### src/pit_pkg.sv
package pit_pkg;

    // Bus command codes
    localparam logic [1:0] CMD_TICK  = 2'd0;
    localparam logic [1:0] CMD_READ  = 2'd1;
    localparam logic [1:0] CMD_WRITE = 2'd2;

    // Register select codes
    localparam logic [2:0] SEL_LOAD   = 3'd0;
    localparam logic [2:0] SEL_COUNT  = 3'd1;
    localparam logic [2:0] SEL_CTRL   = 3'd2;
    localparam logic [2:0] SEL_FLAG   = 3'd3;
    localparam logic [2:0] SEL_MODULE = 3'd4;

    // Number of interrupt lines brought out
    localparam int IRQ_LINES = 4;

    typedef struct packed {
        logic [1:0]  command;
        logic [1:0]  channel;
        logic [2:0]  reg_select;
        logic [31:0] write_data;
        logic        debug_halt;
    } pit_in_t;

    typedef struct packed {
        logic [31:0]          read_data;
        logic [IRQ_LINES-1:0] irq_lines;
    } pit_out_t;

endpackage

### src/periodic_interrupt_timer_core.sv
// Each accepted item's result is captured in the output register.
// Throughput: one item per cycle; each item updates the channel registers in a
// single pass of logic. The input stalls only while a result is held downstream,
// and a new item is taken in the same cycle the waiting result is taken.
// Reset (aresetn low, synchronous): all channels cleared and disabled, load and
// count zero, flags clear, module disabled and freeze off; no result pending.
module periodic_interrupt_timer_core import pit_pkg::*; #(
    parameter int CHANNELS    = 4,
    parameter int COUNT_WIDTH = 32
) (
    input  logic     aclk,
    input  logic     aresetn,
    input  logic     s_valid,
    output logic     s_ready,
    input  pit_in_t  s_data,
    output logic     m_valid,
    input  logic     m_ready,
    output pit_out_t m_data
);

    logic [CHANNELS-1:0][COUNT_WIDTH-1:0] load_reg, load_next;
    logic [CHANNELS-1:0][COUNT_WIDTH-1:0] count_reg, count_next;
    logic [CHANNELS-1:0] enable_reg, enable_next;
    logic [CHANNELS-1:0] irq_en_reg, irq_en_next;
    logic [CHANNELS-1:0] flag_reg, flag_next;
    logic                disable_reg, disable_next;
    logic                freeze_reg, freeze_next;

    logic     m_valid_reg, m_valid_next;
    pit_out_t m_data_reg, m_data_next;

    logic                 accept;
    logic                 counting;
    logic [31:0]          rd_data;
    logic [IRQ_LINES-1:0] irq_en_low;

    // Take a new item whenever the output register is empty or draining
    assign s_ready  = !m_valid_reg || m_ready;
    assign accept   = s_valid && s_ready;
    assign counting = !(disable_reg || (freeze_reg && s_data.debug_halt));

    // Apply one item to the channel state and build its result
    always_comb begin
        load_next    = load_reg;
        count_next   = count_reg;
        enable_next  = enable_reg;
        irq_en_next  = irq_en_reg;
        flag_next    = flag_reg;
        disable_next = disable_reg;
        freeze_next  = freeze_reg;
        rd_data      = '0;

        if (accept) begin
            unique case (s_data.command)
                CMD_TICK: begin
                    if (counting) begin
                        for (int c = 0; c < CHANNELS; c++) begin
                            if (enable_reg[c]) begin
                                if (count_reg[c] == '0) begin
                                    count_next[c] = load_reg[c];
                                    flag_next[c]  = 1'b1;
                                end else begin
                                    count_next[c] = count_reg[c] - COUNT_WIDTH'(1);
                                end
                            end
                        end
                    end
                end
                CMD_READ: begin
                    if (s_data.reg_select == SEL_MODULE) begin
                        rd_data = {30'd0, disable_reg, freeze_reg};
                    end else begin
                        for (int c = 0; c < CHANNELS; c++) begin
                            if (int'(s_data.channel) == c) begin
                                unique case (s_data.reg_select)
                                    SEL_LOAD:  rd_data = 32'(load_reg[c]);
                                    SEL_COUNT: rd_data = 32'(count_reg[c]);
                                    SEL_CTRL:  rd_data = {30'd0, irq_en_reg[c], enable_reg[c]};
                                    SEL_FLAG:  rd_data = {31'd0, flag_reg[c]};
                                    default:   rd_data = '0;
                                endcase
                            end
                        end
                    end
                end
                CMD_WRITE: begin
                    if (s_data.reg_select == SEL_MODULE) begin
                        freeze_next  = s_data.write_data[0];
                        disable_next = s_data.write_data[1];
                    end else begin
                        for (int c = 0; c < CHANNELS; c++) begin
                            if (int'(s_data.channel) == c) begin
                                unique case (s_data.reg_select)
                                    SEL_LOAD: load_next[c] = COUNT_WIDTH'(s_data.write_data);
                                    SEL_CTRL: begin
                                        // Load the count on a rising enable
                                        if (s_data.write_data[0] && !enable_reg[c]) begin
                                            count_next[c] = load_reg[c];
                                        end
                                        enable_next[c] = s_data.write_data[0];
                                        irq_en_next[c] = s_data.write_data[1];
                                    end
                                    SEL_FLAG: begin
                                        if (s_data.write_data[0]) begin
                                            flag_next[c] = 1'b0;
                                        end
                                    end
                                    default: ;
                                endcase
                            end
                        end
                    end
                end
                default: ;
            endcase
        end

        // Build the result: read data from the current state, interrupt lines from the updated state
        m_data_next.read_data = rd_data;
        m_data_next.irq_lines = '0;
        irq_en_low            = '0;
        for (int c = 0; c < CHANNELS && c < IRQ_LINES; c++) begin
            m_data_next.irq_lines[c] = flag_next[c] && irq_en_next[c];
            irq_en_low[c]            = irq_en_reg[c];
        end
    end

    // Hold the result until taken, load a new one on accept
    assign m_valid_next = accept || (m_valid_reg && !m_ready);

    always_ff @(posedge aclk) begin
        if (!aresetn) begin
            load_reg    <= '0;
            count_reg   <= '0;
            enable_reg  <= '0;
            irq_en_reg  <= '0;
            flag_reg    <= '0;
            disable_reg <= 1'b1;
            freeze_reg  <= 1'b0;
            m_valid_reg <= 1'b0;
        end else begin
            load_reg    <= load_next;
            count_reg   <= count_next;
            enable_reg  <= enable_next;
            irq_en_reg  <= irq_en_next;
            flag_reg    <= flag_next;
            disable_reg <= disable_next;
            freeze_reg  <= freeze_next;
            m_valid_reg <= m_valid_next;
        end
    end

    always_ff @(posedge aclk) begin
        if (accept) begin
            m_data_reg <= m_data_next;
        end
    end

    assign m_valid = m_valid_reg;
    assign m_data  = m_data_reg;

    // A pending interrupt line implies its channel's interrupt enable
    a_irq_needs_enable: assert property (@(posedge aclk) disable iff (!aresetn)
        m_valid_reg |-> ((m_data_reg.irq_lines & ~irq_en_low) == '0))
        else $error("irq line set without interrupt enable");

    // A tick while the module is disabled leaves every count alone
    a_disabled_no_count: assert property (@(posedge aclk) disable iff (!aresetn)
        (accept && s_data.command == CMD_TICK && disable_reg) |=> $stable(count_reg))
        else $error("count moved while module disabled");

    // Only reads return data
    a_nonread_zero: assert property (@(posedge aclk) disable iff (!aresetn)
        (accept && s_data.command != CMD_READ) |=> (m_data_reg.read_data == '0))
        else $error("nonzero read data for a non-read item");

    // A tick never clears a flag
    a_tick_keeps_flags: assert property (@(posedge aclk) disable iff (!aresetn)
        (accept && s_data.command == CMD_TICK) |=> ((flag_reg & $past(flag_reg)) == $past(flag_reg)))
        else $error("flag cleared by a tick");

endmodule
### config.mk
export PLATFORM = sky130hd
export DESIGN_NAME = periodic_interrupt_timer_core
export DESIGN_NICKNAME = d
export VERILOG_FILES = /design/src/pit_pkg.sv /design/src/periodic_interrupt_timer_core.sv
export SDC_FILE = /design/constraint.sdc
export NUM_CORES = 1
export LEC_CHECK = 0
export BUFFER_PORTS_ARGS = -buffer_cell sky130_fd_sc_hd__clkbuf_2
export CAP_MARGIN = 10
export CORE_ASPECT_RATIO = 0.8
export CORE_MARGIN = 3
export CORE_UTILIZATION = 33
export DETAILED_ROUTE_END_ITERATION = 16
export PLACE_DENSITY_LB_ADDON = 0.15
export SLEW_MARGIN = 15
export SYNTH_ARGS = -nofsm -noshare
export SYNTH_HDL_FRONTEND = slang
export SYNTH_SLANG_ARGS = --single-unit
export TNS_END_PERCENT = 30
### constraint.sdc
create_clock -name aclk -period 3.2 [get_ports aclk]
set_input_delay 0 -clock aclk [delete_from_list [all_inputs] [get_ports aclk]]
set_output_delay 0 -clock aclk [all_outputs]
set_load 0.01 [all_outputs]
Yosys cells after proc, flatten, opt, wreduce, memory -nomap -nowiden
Cells that the tools add are included.
Widths: inputs -> output; s select.
{"block": "op_classes", "add_sub_neg": 4, "reduce_logical": 42, "n_bitwise": 2, "n_mux": 67, "n_eq_ne": 24}
{"op": "$mux 32", "count": 24}
{"op": "$pmux 32 s4", "count": 4}
{"op": "$mux 128", "count": 2}
{"op": "$pmux 128 s2", "count": 1}
{"op": "$logic_not 32->1", "count": 4}
{"op": "$sub 32x1->32 const B", "count": 4}
{"op": "$reduce_and 5->1", "count": 8}
{"op": "$reduce_and 8->1", "count": 4}
{"op": "$mux 1", "count": 28}
{"op": "$ne 2x2->1 const B", "count": 14}
{"op": "$mux 4", "count": 6}
{"op": "$logic_and 1x1->1", "count": 11}
{"op": "$pmux 4 s2", "count": 1}
{"op": "$eq 2x2->1 const B", "count": 3}
{"op": "$eq 3x2->1 const B", "count": 2}
{"op": "$logic_not 1->1", "count": 6}
{"op": "$eq 2x1->1 const B", "count": 2}
{"op": "$logic_not 2->1", "count": 2}
{"op": "$eq 3x1->1 const B", "count": 1}
{"op": "$eq 3x3->1 const B", "count": 1}
{"op": "$logic_not 3->1", "count": 1}
{"op": "$logic_or 1x1->1", "count": 3}
{"op": "$reduce_and 3->1", "count": 1}
{"op": "$mux 2", "count": 1}
{"op": "4 further kinds", "count": 5}
{"block": "totals", "ff_bits": 307, "out_inout_bits": 38}

Logic depth before layout (Yosys ltp)
Gate-level depths: netlist of run 1.
{"block": "logic_depth", "ltp_word": 7, "depth_mapped": 11, "ltp_nobuf": 8}

Least setup slack after synthesis of run 1
No wires, ideal clock.
{"block": "synth_path", "path_type": "reg2reg", "startpoint": "register count_reg[64] in the netlist's numbering", "endpoint": "register count_reg[94] in the netlist's numbering", "stages_incl_launch_ff": 10, "slack_ps": 521, "synth_period_minus_slack_ps": 2679, "arrival_time_ps": 2560, "required_ps": 3081, "cell_sequence": "dfxtp_1 inv_1 ha_1 or3b_1 clkbuf_1 or4_4 or4_4 nor3_2 a31oi_1 o221a_1"}
{"block": "synth_between", "elab_chain_cells": 5}
{"element": "from (decl)", "line": "periodic_interrupt_timer_core.sv:22", "text": "logic [CHANNELS-1:0][COUNT_WIDTH-1:0] count_reg, count_next;"}
{"element": "from (signal assigned)", "line": "periodic_interrupt_timer_core.sv:143", "text": "count_reg <= count_next;"}
{"element": "$sub 32x1->32 or $logic_not 32->1 (tied branches)", "line": "periodic_interrupt_timer_core.sv:63, periodic_interrupt_timer_core.sv:59"}
{"element": "$mux 32 *", "line": "periodic_interrupt_timer_core.sv:59", "text": "if (count_reg[c] == '0) begin"}
{"element": "$mux 32 *", "line": "periodic_interrupt_timer_core.sv:58", "text": "if (enable_reg[c]) begin"}
{"element": "$mux 128 *", "line": "periodic_interrupt_timer_core.sv:56", "text": "if (counting) begin"}
{"element": "$pmux 128 s2 *", "line": "periodic_interrupt_timer_core.sv:54", "text": "unique case (s_data.command)"}
Mark *: on every way between the ends. The rest lies on a longest branch, timed or not. The select of a mux whose other input is x is not followed.
A chain may end at the register's enable or synchronous reset.

Worst setup path after layout of run 1
Same ends and word-level chain as after synthesis.

==> results.ini, run 1 <==
[status]
status = finished, final reports clean

[final_layout]
fin_nets = 2255
diodes = 0
drive_above_1_share_pct = 13.6
layout_common_cells = nand2_1 (354), dfxtp_1 (271), a21oi_1 (261)
register_area_mm2 = 0.00651
layout.cells.most_common = nand2_1
areaGrowthSynthToFinish_pct = 18.6
fillers = 5059
multi_input_area_mm2 = 0.00912
final_cell_area_mm2 = 0.0195

[routing]
ant_nets = 0
drt_wl_total_mm = 73.0
wl_per_cell_um = 25.2
first_pass_iters = 6
num_vias = 17814
vias_per_cell = 6.15
drt-initial-drc-count = 2080
drc = 0

[sta]
fin_crit_ns = 3.04
clock.fmax_mhz = 329
period_share_pct = 95.0
hold_slack_ns = 0.0281
hold_viol = 0
setup_violations = 0
slew_headroom_pct = 24.2
fin_tns_setup_ns = 0
rsz0062_at_grt = no
drv_slew = 0
skew_ns = 0.0199
tightest_slew_ns = 1.14

[setup_path]
critPathMaxFanout = 13
required_ns = 3.63
rrSetupSlack_ns = 0.16
critPathCaptureType = flip-flop
r2r_start = count_reg[64]
crit_arrival_ns = 3.47
crit_path_end = count_reg[94]
worst_r2r_endpoint = count_reg[94]
critPathLaunch = count_reg[64]
r2r_cells = 9
criticalPathCategory = reg2reg
start_kind = flip-flop

[logic_synthesis]
synth_seq_area_share_pct = 39.6
synthAdderAreaFrac_pct = 0.381
synthXorXnorAreaFrac_pct = 0.0533
synth_cells = 2135
synth_top_family_by_area = compound AO/OA/AOI/OAI gates
synth-edff-count = 36
synthSimpleGateAreaFrac_pct = 25.7
ys.flop_type = dfxtp_1
muxShareOfSynthArea_pct = 2.18
async_reset_ff_share_pct = 0
synth_area_mm2 = 0.0164
synth_seq_cells = 307
ys.warnings.count = 0
postSynthNetCount = 2184
syn_avg_cell_area_um2 = 7.69
synth_compound_area_share_pct = 26.7
synth_cell_types = 88

[floorplanning]
core_region_area_mm2 = 0.0487
num_rows = 72
initial_core_util_pct = 33.7
io_pins = 82
die_x_um = 255
die_area_mm2 = 0.0525
die_height_um = 206

[cts]
cts_buffer_depth = 3
clk_pin_slew_ns = 0.07
cts.htree.levels = 2
cts_sinks = 307
cts_buffers = 36
cts_tree = yes
insertion_delay_ns = 0.54
cts-root-buf = clkbuf_16
cts_setup_buffers = 0

[power_and_ir_drop]
worst_ir_drop_vdd_mv = 0.249
p_per_area_mw_per_mm2 = 468
power.leakage_nw = 6.74

[global_route]
grt_pass1_wl_mm = 109
grt_pass1_vias = 16410
gr-total-overflow = 0
track_usage_pct = 27.1
grt_max_degree = 89
antenna_found_initial = 0

[place]
io_buffers = 81
hpwl_mm = 51.9
dpl_cell_area_mm2 = 0.0179
gp_congestion = 0.934

[hold_path]
hold_class = in2reg

[job]
max_cap_violations = 0

[critical path, cell delays in order, from the launching register on]
cell	delay, ns
dfxtp_1	0.31
inv_1	0.07
ha_1	0.21
or3b_1	0.43
or4_4	0.66
o41a_1	0.56
buf_4	0.28
nor2_1	0.09
a31oi_1	0.05
o221a_1	0.26
[routing by layer]
layer | wire [um] | up-vias | part of all wire, % | GRT usage [%]
met5 | 0 | - | 0 | 0
met4 | 2030 | 0 | 2.8 | 7.47
met3 | 7740 | 112 | 11 | 6.34
met2 | 29600 | 924 | 41 | 38.4
met1 | 33700 | 8698 | 46 | 40.6
li1 | - | 8080 | - | -
[kinds of logic after synthesis]
family          after synthesis
compound gates              689
xor+xnor                      1
fa+ha+maj                     5
buf+inv                     221
flops                       307
mux                          28
simple gates                884
[synthesized netlist by cell type (all sizes together), types with 12 or more instances]
cell | count | area [um^2]
nand2b | 13 | 81.3
buf | 34 | 173
o211ai | 18 | 135
clkbuf | 163 | 612
or3 | 31 | 199
o21ai | 118 | 591
o22ai | 48 | 300
and3 | 12 | 75.1
a221oi | 75 | 663
mux2i | 20 | 200
or4 | 30 | 236
a211oi | 12 | 90.1
edfxtp | 36 | 1080
nor3 | 106 | 536
nor2 | 153 | 574
nand3 | 57 | 285
inv | 23 | 86.3
a21oi | 262 | 1310
dfxtp | 271 | 5430
nand2 | 354 | 1330
a22oi | 48 | 360
nand4 | 19 | 119
a31oi | 16 | 100
nor4 | 53 | 359
[through the flow]
| stage | cells | util (%) | total power, mW | setup WS [ns] |
|---|---|---|---|---|
| finish | 2897 | 40.0 | 9.12 | 0.161 |
| detailed placement | 2798 | 36.8 | 4.90 | 0.197 |
| global route | 2897 | 40.0 | 9.39 | 0.0532 |
| global placement | 2798 | 36.8 | 4.90 | 0.188 |
| CTS | 2897 | 40.0 | 9.16 | 0.190 |
| floorplan | 2135 | - | 4.50 | 0.521 |
[repair_timing]
item / in CTS / in global routing
hold buffers: 36 / 0
resized for setup: 0 / 1
endpoints found under the hold margin: 148 / 0
endpoints found under the setup margin: 0 / 1
[power breakdown]
group | total [mW] | switching [mW] | internal, mW
clock | 4.24 | 1.76 | 2.48
combinational | 0.931 | 0.650 | 0.282
sequential | 3.95 | 0.0188 | 3.93
total | 9.12 | 2.43 | 6.69
[worst min path at each step]
stage	startpoint	end	slack (ns)	cells past startpoint
2_1_floorplan	s_data[23]	load_reg[118]	0.14	2
3_3_place_gp	s_data[11]	load_reg[74]	0.33	3
3_5_place_dp	s_data[11]	load_reg[74]	0.33	3
4_1_cts	s_data[35]	disable_reg	0.01	4
5_1_grt	s_data[35]	m_data[4]	0.05	3
6_report	s_data[35]	disable_reg	0.03	4
[final cells by class]
type	count	area share, %
tap	666	4.28
multi-input combinational	1607	46.8
sequential	307	33.4
timing repair buffer	230	9.00
clock inverter	20	1.05
inverter	24	0.488
clock buffer	43	4.97
(Power assumes the default switching activity.)
==> inputs of run 2 (changes only) <==
CELL_PAD_IN_SITES_DETAIL_PLACEMENT = 1   (was not set)
CELL_PAD_IN_SITES_GLOBAL_PLACEMENT = 1   (was not set)
==> results.ini, run 2 (synthesis gave the netlist of run 1 again) <==
[hold_path]
hold_class = in2reg
min_to = flag_reg[0]
min_path_cells = 4  ; unchanged
hold_start = s_data[33]

[cts]
clk_pin_slew_ns = 0.06  ; about the same
cts_buffers = 37  ; +2.8%
insertion_delay_ns = 0.57  ; +0.03 ns
cts_buffer_depth = 3  ; unchanged
cts.htree.levels = 2  ; unchanged
cts_tree = yes
cts_sinks = 307  ; unchanged
cts-root-buf = clkbuf_16

[place]
hpwl_mm = 56.4  ; +8.7%
io_buffers = 81  ; unchanged
gp_congestion = 0.921  ; -1.3%

[setup_path]
r2r_cells = 9  ; unchanged
rrSetupSlack_ns = 0.24  ; +0.08 ns
critPathTopFamily = simple AND/OR/NAND/NOR gates
crit_chain = inv_1 -> ha_1 -> or3b_1 -> or4_4 -> o41a_1 -> buf_4 -> mux2i_1 -> a2bb2oi_1 -> nor2_1
criticalPathCategory = reg2reg
crit_buf_inv = 2  ; unchanged
critPathLaunch = count_reg[64]
r2r_start = count_reg[64]
start_kind = flip-flop
critPathCaptureType = flip-flop
required_ns = 3.63  ; about the same
critPathMaxFanout = 16  ; +3
crit_arrival_ns = 3.39  ; -0.08 ns
worst_r2r_endpoint = count_reg[84]
crit_path_max_incr_delay_ns = 0.65  ; about the same
slowest_stage = or4_4

[sta]
setup_violations = 0  ; unchanged
fin_crit_ns = 2.96  ; -0.0791 ns
tightest_slew_ns = 1.11  ; -0.0300 ns
slew_headroom_pct = 25.6  ; +1.4 points
hold_viol = 0  ; unchanged
rsz0062_at_grt = no
clock.fmax_mhz = 338  ; +2.7%
period_share_pct = 92.5  ; -2.5 points
drv_slew = 0  ; unchanged
skew_ns = 0.0204  ; +0.000554 ns
fin_tns_setup_ns = 0  ; unchanged

[floorplanning]
initial_core_util_pct = 33.7  ; unchanged
die_area_mm2 = 0.0525  ; unchanged
die_x_um = 255  ; unchanged
die_height_um = 206  ; unchanged
num_rows = 72  ; unchanged
core_region_area_mm2 = 0.0487  ; unchanged
io_pins = 82  ; unchanged

[global_route]
grt_max_degree = 76  ; -15%
grt_pass1_vias = 17608  ; +7.3%
gr-total-overflow = 0  ; unchanged
track_usage_pct = 29.4  ; +2.3 points
antenna_found_initial = 1  ; +1
grt_pass1_wl_mm = 118  ; +8.2%

[status]
status = finished, final reports clean

[power_and_ir_drop]
power.leakage_nw = 6.76  ; +0.28%
p_per_area_mw_per_mm2 = 485  ; +3.6%
worst_ir_drop_vdd_mv = 0.267  ; +7.1%

[final_layout]
layout.cells.most_common = nand2_1
layout_common_cells = nand2_1 (354), dfxtp_1 (271), a21oi_1 (261)
diodes = 0  ; unchanged
final_util_pct = 40.0  ; unchanged
register_area_mm2 = 0.00651  ; unchanged
multi_input_area_mm2 = 0.00911  ; about the same
fin_nets = 2252  ; -0.13%
drive_above_1_share_pct = 13.5  ; -0.096 points
areaGrowthSynthToFinish_pct = 18.6  ; unchanged
fillers = 5932  ; +17%

[routing]
first_pass_iters = 5  ; -1
wl_per_cell_um = 27.1  ; +7.7%
vias_per_cell = 6.21  ; +0.96%
drt-initial-drc-count = 1646  ; -21%
ant_nets = 0  ; unchanged
drt_wl_total_mm = 78.6  ; +7.7%
num_vias = 17991  ; +0.99%
drc = 0  ; unchanged

[job]
max_cap_violations = 0  ; unchanged

[run 2: report_power, final]
| part | switching (mW) | total, mW | internal [mW] |
|---|---|---|---|
| Clock | 1.86 | 4.55 | 2.69 |
| Sequential | 0.0214 | 3.95 | 3.93 |
| Combinational | 0.663 | 0.949 | 0.285 |
| Total | 2.54 | 9.45 | 6.90 |
[run 2: what timing repair did]
action / 4_1_cts / 5_1_grt
buffers inserted: 0 / 0
gates resized for setup: 0 / 0
setup endpoints to repair: 0 / 0
hold buffers: 37 / 0
endpoints found under the hold margin: 160 / 0
[run 2: area by class of cell]
cell class | count | share of cell area [%]
multi-input combinational | 1607 | 46.8
timing repair buffer | 226 | 8.54
inverter | 24 | 0.488
clock inverter | 17 | 0.970
clock buffer | 51 | 5.55
tap | 666 | 4.28
sequential | 307 | 33.4
[run 2: per-layer routing]
layer  vias up  global-route usage [%]  wire, um
met3       123                    6.00      6750
met1      9024                    43.1     37000
li1       8077                       -         -
met5         -                       0         0
met2       767                    43.2     32600
met4         0                    9.19      2370
[run 2: tightest hold or removal path, cell delays in order]
cell	delay, ns
clkbuf_2	0.20
nand4b_1	0.17
o31ai_1	0.09
a21oi_1	0.12
[run 2: stage by stage]
step / power, mW / hold slack [ns] / area, um^2 / std cells / setup WS [ns]
final: 9.45 / 0.0590 / 19500 / 2898 / 0.240
after global routing: 9.71 / 0.106 / 19500 / 2898 / 0.0247
after CTS: 9.48 / 0.0399 / 19500 / 2898 / 0.247
after detailed placement: 4.92 / 0.351 / 17800 / 2793 / 0.278
after global placement: 4.91 / 0.341 / 17800 / 2793 / 0.358
after floorplan: 4.50 / 0.136 / 16400 / 2135 / 0.521
[run 2: worst max-delay path by stage]
| stage | end | slack (ns) | depth (start not counted) |
|---|---|---|---|
| after floorplan | count_reg[94] | 0.52 | 9 |
| after global placement | count_reg[84] | 0.36 | 9 |
| after detailed placement | count_reg[9] | 0.28 | 9 |
| after CTS | count_reg[9] | 0.25 | 9 |
| after global routing | count_reg[9] | 0.02 | 9 |
| final | count_reg[84] | 0.24 | 9 |
==> inputs of run 3 (changes only) <==
CTS_BUF_LIST = sky130_fd_sc_hd__clkbuf_4   (was not set)
==> results.ini, run 3 (synthesis gave the netlist of run 1 again) <==
[sta]
drv_slew = 0  ; unchanged
period_share_pct = 93.1  ; +0.64 points
fin_ws_ns = 0.219  ; -0.0203 ns
slew_headroom_pct = 27.3  ; +1.7 points
fin_crit_ns = 2.98  ; +0.0203 ns
fin_tns_setup_ns = 0  ; unchanged
tightest_slew_ns = 1.08  ; -0.0252 ns
hold_viol = 0  ; unchanged
skew_ns = 0.0453  ; +0.0249 ns
rsz0062_at_grt = no
setup_violations = 0  ; unchanged
hold_slack_ns = 0.0530  ; -0.00600 ns
clock.fmax_mhz = 336  ; -0.68%

[cts]
cts_setup_buffers = 0  ; unchanged
cts.htree.levels = 3  ; +1
insertion_delay_ns = 0.87  ; +0.30 ns
cts_buffers = 88  ; +140%
cts_buffer_depth = 3  ; unchanged
cts_sinks = 307  ; unchanged
cts-root-buf = clkbuf_4
cts_tree = yes
clk_pin_slew_ns = 0.07  ; about the same

[global_route]
grt.busiest_layer = met2
grtUsageMet1_pct = 43.3  ; +0.21 points
grt_pass1_wl_mm = 119  ; +0.98%
grt_max_degree = 76  ; unchanged
grt_use_met2_pct = 43.7  ; +0.50 points
gr-total-overflow = 0  ; unchanged
grtUsageMet3_pct = 7.19  ; +1.2 points
antenna_found_initial = 3  ; +2
grt_pass1_vias = 17973  ; +2.1%
track_usage_pct = 29.8  ; +0.38 points

[floorplanning]
num_rows = 72  ; unchanged
initial_core_util_pct = 33.7  ; unchanged
io_pins = 82  ; unchanged
die_height_um = 206  ; unchanged
core_region_area_mm2 = 0.0487  ; unchanged
die_x_um = 255  ; unchanged
die_area_mm2 = 0.0525  ; unchanged

[setup_path]
crit_path_max_incr_delay_ns = 0.64  ; about the same
criticalPathCategory = reg2reg
critPathCaptureType = flip-flop
start_kind = flip-flop
crit_chain = inv_1 -> ha_1 -> or3b_1 -> or4_4 -> o41a_1 -> buf_4 -> nor2_1 -> a31oi_1 -> o221a_1
slowest_stage = or4_4
critPathMaxFanout = 16  ; unchanged
required_ns = 3.93  ; +0.30 ns
crit_arrival_ns = 3.71  ; +0.32 ns

[final_layout]
fillers = 5971  ; +0.66%
final_cell_area_mm2 = 0.0196  ; +0.79%
drive_above_1_share_pct = 16.1  ; +2.6 points
layout_common_cells = nand2_1 (354), dfxtp_1 (271), a21oi_1 (261)
layout.cells.most_common = nand2_1
fin_nets = 2328  ; +3.4%
areaGrowthSynthToFinish_pct = 19.6

[power_and_ir_drop]
power.leakage_nw = 6.91  ; +2.3%
worst_ir_drop_vdd_mv = 0.217  ; -19%
p_per_area_mw_per_mm2 = 458  ; -5.5%
power_mw = 9.00  ; -4.7%

[routing]
drt-initial-drc-count = 1714  ; +4.1%
drt_wl_total_mm = 79.6  ; +1.2%
first_pass_iters = 5  ; unchanged
ant_nets = 0  ; unchanged
wl_per_cell_um = 26.5  ; -2.5%
drc = 0  ; unchanged
num_vias = 18505  ; +2.9%
vias_per_cell = 6.15  ; -0.87%

[place]
post-place-ws_ns = 0.278  ; unchanged
io_buffers = 81  ; unchanged
gp_congestion = 0.921  ; unchanged
hpwl_mm = 56.4  ; unchanged
dpl_cell_area_mm2 = 0.0178  ; unchanged

[status]
status = finished, final reports clean

[hold_path]
hold_class = in2reg

[job]
max_cap_violations = 0  ; unchanged

## run 3: cell types whose count changed in the layout (fill, tap and decap cells not counted), sizes merged
cell and change:
clkbuf +75, dlygate4sd3 +25, clkinv +6, diode +4, bufinv +1, clkinvlp -1
inv -1
## run 3: path summary, 6_finish.rpt
path,from,to,slack [ns],cells past startpoint
setup / recovery,count_reg[64],count_reg[94],0.22,9
hold / removal,s_data[15],load_reg[14],0.05,4
setup reg to reg,count_reg[64],count_reg[94],0.22,9
hold reg to reg,load_reg[119],load_reg[119],0.47,2
## run 3: power breakdown
part	leakage [nW]	internal [mW]	switching [mW]	total, mW
Sequential	2.54	3.93	0.0218	3.95
Combinational	3.69	0.305	0.669	0.974
Clock	0.684	2.19	1.89	4.08
## run 3: worst max-delay path, delay by kind of cell, from the launching register on
family          cells  cell delay [ns]
compound gates      3             0.80
fa+ha+maj           1             0.23
buf+inv             2             0.35
flops               1             0.32
simple gates        3             1.15
## run 3: metrics by stage
| stage | std cells | utilization, % |
|---|---|---|
| CTS | 3003 | 40.3 |
| global placement | 2793 | 36.6 |
| detailed placement | 2793 | 36.6 |
| global route | 3007 | 40.3 |
| finish | 3007 | 40.3 |
| floorplan | 2135 | - |
## run 3: area by class of cell
cell class | count | area, um^2 | share of cell area [%]
clock inverter | 22 | 218 | 1.11
sequential | 307 | 6510 | 33.1
multi-input combinational | 1607 | 9110 | 46.4
antenna | 4 | 10.0 | 0.0510
clock buffer | 126 | 946 | 4.82
timing repair buffer | 251 | 1910 | 9.75
inverter | 24 | 95.1 | 0.484
tap | 666 | 833 | 4.24
## run 3: what timing repair did
| action | in CTS | in global routing |
|---|---|---|
| gates resized for setup | 0 | 0 |
| setup endpoints to repair | 0 | 0 |
| endpoints found under the hold margin | 213 | 0 |
| hold buffers | 62 | 0 |
## run 3: routing by layer
metal,vias to the layer above,share of wire [%],wire (um)
met3,124,8.6,6860
met4,0,2.5,1990
met2,831,42,33200
li1,8279,-,-
met5,-,0,0
met1,9271,47,37500
